<file path="config.mk">
export PLATFORM = sky130hd
export DESIGN_NAME = tfn_mac
export DESIGN_NICKNAME = d
export VERILOG_FILES = /design/src/rtl/triangle_face_normal_engine_assert.svh /design/src/rtl/tfn_pkg.sv /design/src/rtl/tfn_mac.sv
export SDC_FILE = /design/constraint.sdc
export NUM_CORES = 2
export LEC_CHECK = 0
export BUFFER_PORTS_ARGS = -buffer_cell sky130_fd_sc_hd__buf_2
export CAP_MARGIN = 25
export CORE_MARGIN = 5
export CORE_UTILIZATION = 65
export CTS_BUF_LIST = sky130_fd_sc_hd__clkbuf_8
export DETAILED_ROUTE_END_ITERATION = 12
export HOLD_SLACK_MARGIN = 0.12
export PLACE_DENSITY = 0.89
export SLEW_MARGIN = 20
export SYNTH_ARGS = -nofsm -noshare
export SYNTH_HDL_FRONTEND = slang
export SYNTH_SLANG_ARGS = --single-unit
</file>
<file path="constraint.sdc">
create_clock -name clk -period 10.2 [get_ports clk]
set_input_delay 1.53 -clock clk [delete_from_list [all_inputs] [get_ports clk]]
set_output_delay 1.53 -clock clk [all_outputs]
set_load 0.005 [all_outputs]
</file>
<file path="src/rtl/triangle_face_normal_engine_assert.svh">
// assertion macros for the triangle face normal engine
// used by the top level; expects clk and rst in scope
`ifndef TRIANGLE_FACE_NORMAL_ENGINE_ASSERT_SVH
`define TRIANGLE_FACE_NORMAL_ENGINE_ASSERT_SVH

// same-cycle implication
`define TFN_ASSERT_IMP(lbl, ante, cons) \
  lbl: assert property (@(posedge clk) disable iff (rst) (ante) |-> (cons)) \
    else $error("tfn assertion failed");

// next-cycle implication
`define TFN_ASSERT_NXT(lbl, ante, cons) \
  lbl: assert property (@(posedge clk) disable iff (rst) (ante) |=> (cons)) \
    else $error("tfn assertion failed");

`endif

</file>
<file path="src/rtl/tfn_pkg.sv">
// shared types and constants for the triangle face normal engine
// no dependencies
`default_nettype none

package tfn_pkg;

  localparam int MAX_VERTICES_DEF = 1024;
  localparam int COORD_BITS_DEF   = 16;
  localparam int IDX_BITS         = 10;
  localparam int CNT_BITS         = 11;
  localparam int NORM_BITS        = 16;
  localparam int Q_BITS           = 15;
  localparam int V_BITS           = 15;
  localparam int MUL_W            = 33;
  localparam int ACC_W            = 66;

  typedef enum logic [1:0] {
    OP_WRITE = 2'd0,
    OP_CLEAR = 2'd1,
    OP_TRI   = 2'd2,
    OP_READ  = 2'd3
  } opcode_t;

  typedef enum logic [3:0] {
    S_CLEAR,
    S_IDLE,
    S_DISPATCH,
    S_NREAD,
    S_NCAP,
    S_VREAD,
    S_CROSS,
    S_CHECK,
    S_SHIFT,
    S_SQ,
    S_BIT,
    S_WRITE,
    S_EMIT
  } state_t;

  typedef struct packed {
    logic issue;
    logic clr;
    logic sub;
  } mac_ctrl_t;

endpackage

`default_nettype wire

</file>
<file path="src/rtl/tfn_mac.sv">
// shared multiply-accumulate unit: registered product, then accumulator
// depends on tfn_pkg
`default_nettype none

module tfn_mac import tfn_pkg::*; (
  input  logic                    clk,
  input  logic                    rst,
  input  mac_ctrl_t               ctrl,
  input  logic signed [MUL_W-1:0] a,
  input  logic signed [MUL_W-1:0] b,
  output logic signed [ACC_W-1:0] prod,
  output logic signed [ACC_W-1:0] acc
);

  logic signed [ACC_W-1:0] prod_w;
  logic                    vld1;
  logic                    clr1;
  logic                    sub1;

  assign prod_w = a * b;

  always_ff @(posedge clk) begin
    if (rst) begin
      vld1 <= 1'b0;
      clr1 <= 1'b0;
      sub1 <= 1'b0;
    end else begin
      vld1 <= ctrl.issue;
      clr1 <= ctrl.clr;
      sub1 <= ctrl.sub;
    end
  end

  always_ff @(posedge clk) begin
    if (ctrl.issue) begin
      prod <= prod_w;
    end
    if (vld1) begin
      acc <= (clr1 ? '0 : acc) + (sub1 ? -prod : prod);
    end
  end

endmodule

`default_nettype wire
</file>
### Word level (Yosys, flattened, before mapping)

Cells that the tools add are included.

| operators by class | value |
|---|---|
| $add $sub $neg | 2 |
| multiplexer cells | 2 |
| multipliers | 1 |

Operators with widths:

| kind | count |
|---|---|
| $mux 66 | 2 |
| $add 66x66->66 | 1 |
| $mul 33x33->66 | 1 |
| $neg 66->66 | 1 |

| storage, ports and cells | value |
|---|---|
| input bits | 71 |
| register bits | 135 |
| logic and storage cells | 10 |

### Depth between registers and ports, before layout

| depth | value |
|---|---|
| depth in word-level cells | 3 |
| depth in mapped cells | 30 |
| mapped depth without buffers | 28 |

### Worst setup path before layout

Ideal clock, no wire load.

| timing path | value |
|---|---|
| path type | in2reg |
| start point | in a[32] |
| end point | reg prod[59], data pin |
| library setup time | 0.268 ns |
| stages on the path | 25 |
| buffers on the path | 3 |
| setup slack | 1.275 ns |
| arrival | 8.656 ns |
| path through | clkbuf_1 nand2_1 inv_1 fa_1 fa_1 fa_1 fa_1 fa_1 fa_1 fa_1 inv_1 fa_1 inv_1 ha_1 clkbuf_1 nand4_1 nor4_1 nand4_1 a21o_1 a211o_1 a21oi_1 or3_1 clkbuf_1 a211o_1 o311ai_1 |

| on the way | value |
|---|---|
| word-level cells in the longest chain between the ends | 1 |

Ends and longest elaborated chain:

| element | RTL line | RTL |
|---|---|---|
| from (decl) | tfn_mac.sv:9 | `input logic signed [MUL_W-1:0] a,` |
| $mul 33x33->66 | tfn_mac.sv:20 | `assign prod_w = a * b;` |
| via prod_w[59] | tfn_mac.sv:15 | `logic signed [ACC_W-1:0] prod_w;` |
| to (signal assigned) | tfn_mac.sv:36 | `prod <= prod_w;` |
| to (decl) | tfn_mac.sv:11 | `output logic signed [ACC_W-1:0] prod,` |

The timed path passes the listed nets, and every way through them passes these cells.
A chain may end at the register's enable or synchronous reset.

### Worst setup path after layout

| timing path | value |
|---|---|
| start point | in b[3] |
| end point | reg prod[59], data pin |

| on the way | value |
|---|---|
| word-level cells in the longest chain between the ends | 1 |

Ends and longest elaborated chain:

| element | RTL line | RTL |
|---|---|---|
| from (decl) | tfn_mac.sv:10 | `input logic signed [MUL_W-1:0] b,` |
| $mul 33x33->66 | tfn_mac.sv:20 |  |
| via prod_w[59] | tfn_mac.sv:15 |  |

The timed path passes the listed nets, and every way through them passes these cells.

==> summary.md <==
| Metric | Value |
|---|---|
| Slew @ Worst Pin | `0.918 ns` |
| DR vias | `36700` |
| Yosys cell types | `74` |
| Clock slew at reported path FFs | `0.10 ns` |
| CP required | `10.50 ns` |
| TNS Setup | `0 ns` |
| Number of flops mapped to enable cells by yosys | `132` |
| Slew Viols, Final | `0` |
| Worst reg-to-reg path cell count | `19` |
| CP endpoint | `prod[59]` |
| Post-synth ARST share | `0%` |
| Syn nets | `6666` |
| Root Driver | `clkbuf_8` |
| Crit path DAT | `10.09 ns` |
| Fraction of layout cells with a size suffix above 1 | `6.29%` |
| Crit path kind | `input port to flop` |
| Input/output buffers | `202` |
| Outcome | `completed` |
| Max Cap Viol | `0` |
| Row count | `100` |
| Max incr delay on CP | `0.85 ns` |
| Final GP Congestion | `0.983` |
| Cells after synthesis | `5166` |
| Post-placement cell count | `6154` |
| Setup Skew | `0.0231 ns` |
| Flop-to-flop setup slack | `4.19 ns` |
| Hold buffers post-CTS | `0` |
| Max frequency | `0.102 GHz` |
| Synth warn | `0` |
| DP HPWL | `112000 um` |
| Initial antenna violation count | `9` |
| Final hold violations | `0` |
| Mapped Area | `0.0485 sq mm` |
| Reg2reg end | `acc[62]` |
| CTS sink count | `135` |
| Synth-to-Final Area Change | `4.50%` |
| Largest net degree at the start of global routing | `68` |
| CORE AREA | `0.0742 sq mm` |
| Maximum clock insertion buffer count | `2` |
| Sequential area share after synthesis | `8.30%` |
| Die Wd | `283 um` |
| DIE AREA | `0.0801 sq mm` |
| # Post-CTS Setup Buffers | `0` |
| Reg-to-reg startpoint | `prod[3]` |
| Critical Path Most Common Cell | `fa_1` |
| CTS buffer count | `17` |
| Seq cells post-synth | `135` |
| # setup viols final | `0` |
| Post-CTS resize count | `0` |
| DRT Pass-1 Iters | `6` |
| # IOs | `203` |
| Crit path max fanout | `17` |
| Height of the chip | `283 um` |
| Final nets | `6705` |
| Setup crit start kind | `input port` |
| DRC | `0` |
| Initial Util | `65.3%` |
| Routed Antenna Nets | `0` |
| Gr usage total | `34.4%` |
| Drt initial violations | `3660` |
| Final Cycle Share | `96.0%` |
| Cell Chain, Critical Path | `buf_2 -> buf_4 -> nand2_1 -> inv_1 -> fa_1 -> fa_1 -> fa_1 -> inv_1 -> fa_1 -> fa_1 -> fa_1 -> fa_1 -> fa_1 -> inv_1 -> ha_1 -> nand4_1 -> nor4_1 -> nand4_1 -> a21o_1 -> a211o_1 -> a21oi_1 -> or3_1 -> a21oi_1 -> o311ai_1` |
| Vias in the first global route | `40600` |
| Worst setup startpoint | `b[3]` |
| CTS tree | `done` |
| Synth Flop Type | `edfxtp_1` |
| Slew headroom | `38.8%` |
| Crit-path slowest cell | `fa_1` |
| Routed wire per std cell | `21.9 um` |
| CP Capture Type | `flop` |
| Final wirelength | `136000 um` |
| Fin crit period | `9.79 ns` |
| GR Overflow Total | `0` |
| First-pass GRT wire length | `219000 um` |
| H-Tree Depth | `4` |
| Non-filler instance count after layout | `6198` |
| Worst Hold Class | `flop to flop` |
| Filler instances | `5270` |
| Syn Area/Cell | `9.38 sq um` |
| Unrepaired setup endpoints after global routing | `false` |
| Drt via density | `5.93` |
| Clock insertion delay at the later pin of the skew report | `0.48 ns` |
[placed cells by master (no fill, tap or decap), types with 6 or more instances in the layout]
| cell type | instances |
|---|---|
| o41ai_1 | 12 |
| clkbuf_8 | 17 |
| buf_4 | 63 |
| a21oi_1 | 146 |
| nor4_1 | 13 |
| o21bai_1 | 24 |
| xnor2_1 | 153 |
| o21ai_0 | 96 |
| ha_1 | 283 |
| and2_1 | 563 |
| o31ai_1 | 25 |
| a21o_1 | 92 |
| diode_2 | 11 |
| fa_1 | 1146 |
| nand2b_1 | 28 |
| nand3_1 | 34 |
| o21a_1 | 9 |
| and3_1 | 16 |
| nand4_1 | 19 |
| nor2_1 | 95 |
| inv_6 | 7 |
| a211oi_1 | 6 |
| nand2_1 | 604 |
| or4_1 | 8 |
| inv_1 | 1156 |
| o211ai_1 | 10 |
| buf_2 | 202 |
| nor2b_1 | 82 |
| nor3_1 | 19 |
| a31oi_1 | 16 |
| edfxtp_1 | 132 |
| xor2_1 | 43 |
[synthesized netlist by cell type (all sizes together) (3+ instances only)]
cell type  number  share of area, %
ha            283               7.3
and3           16              0.21
nand4          19              0.25
o31ai          26              0.43
a31oi          16              0.21
a311oi          4             0.072
nor4           15              0.24
a2111oi         4             0.072
xnor2         153               2.8
nand3b          3             0.072
nor2           95              0.74
edfxtp        132               8.2
and2          563               7.3
o22ai           4             0.052
or3             8              0.15
inv          1156               9.0
nand3          34              0.35
a21o           92               1.4
nand2         605               4.7
clkbuf        244               1.9
nor2b          82               1.1
o21bai         24              0.37
a221oi          4             0.072
nor3           19              0.20
a21oi         146               1.5
nand2b         30              0.41
o211ai         10              0.15
o41ai          13              0.25
dfxtp           3              0.12
fa           1146                47
o311ai          6              0.11
a21boi          3             0.046
o21a            9              0.14
or4            16              0.29
a211o           4             0.072
a211oi          6             0.093
and4            4             0.072
xor2           43              0.78
o21ai          96              0.99
[metal layers]
| metal | vias to the layer above | global-route usage, % | part of all wire (%) |
|---|---|---|---|
| li1 | 15500 | - | - |
| met1 | 18300 | 44.0 | 36 |
| met2 | 2449 | 52.8 | 44 |
| met3 | 449 | 15.2 | 15 |
| met4 | 2 | 12.5 | 4.4 |
| met5 | - | 0 | 0.0059 |
[worst max-delay path, delay by kind of cell]
family / cells / cell delay [ns]
buffers and inverters: 5 / 1.07
adders and majority gates: 9 / 4.75
AOI/OAI and AO/OA: 5 / 1.18
and+or+nand+nor: 5 / 1.56
[how the worst min path moves through the flow]
stage | cells past startpoint | from | end
floorplan | 1 | prod[0] | acc[0]
finish | 2 | acc[0] | acc[0]
global route | 2 | acc[0] | acc[0]
detailed placement | 2 | acc[0] | acc[0]
CTS | 2 | acc[0] | acc[0]
global placement | 1 | prod[0] | acc[0]
[kinds of logic (layout without fill, tap and decap cells)]
group	after synthesis	count (layout)	share of synthesized area (%)
and+or+nand+nor	1516	1516	16.1
adders and majority gates	1429	1429	54.6
buffers and inverters	1402	1454	10.9
AOI/OAI and AO/OA	488	488	6.49
xor gates and xnor gates	196	196	3.54
DFF	135	135	8.30
other	0	11	0
[state kept, by name, indices dropped and copies added, names as in the netlist]
signal  count
acc        66
clr1        1
prod       66
sub1        1
vld1        1
[stage by stage]
step	area [sq um]	utilization, %	worst slack, ns	hold WS [ns]
floorplan	48500	-	1.28	0.641
global placement	50200	67.7	0.154	0.652
detailed placement	50200	67.7	0.0215	0.684
CTS	50600	68.2	0.542	0.713
global route	50600	68.3	0.211	0.753
finish	50700	68.3	0.409	0.725
[final cells by class]
class / count / area (sq um) / area share, %
Multi-Input combinational cell: 3629 / 39200 / 77.3
Antenna cell: 11 / 27.5 / 0.0543
Sequential cell: 135 / 4030 / 7.95
Clock buffer: 17 / 234 / 0.462
Timing Repair Buffer: 266 / 1490 / 2.94
Tap cell: 969 / 1210 / 2.39
Inverter: 1156 / 4340 / 8.57
Clock inverter: 15 / 155 / 0.306
Power is not shown: default switching activity piles up to over one toggle a cycle in this logic, so the estimate is an artifact.
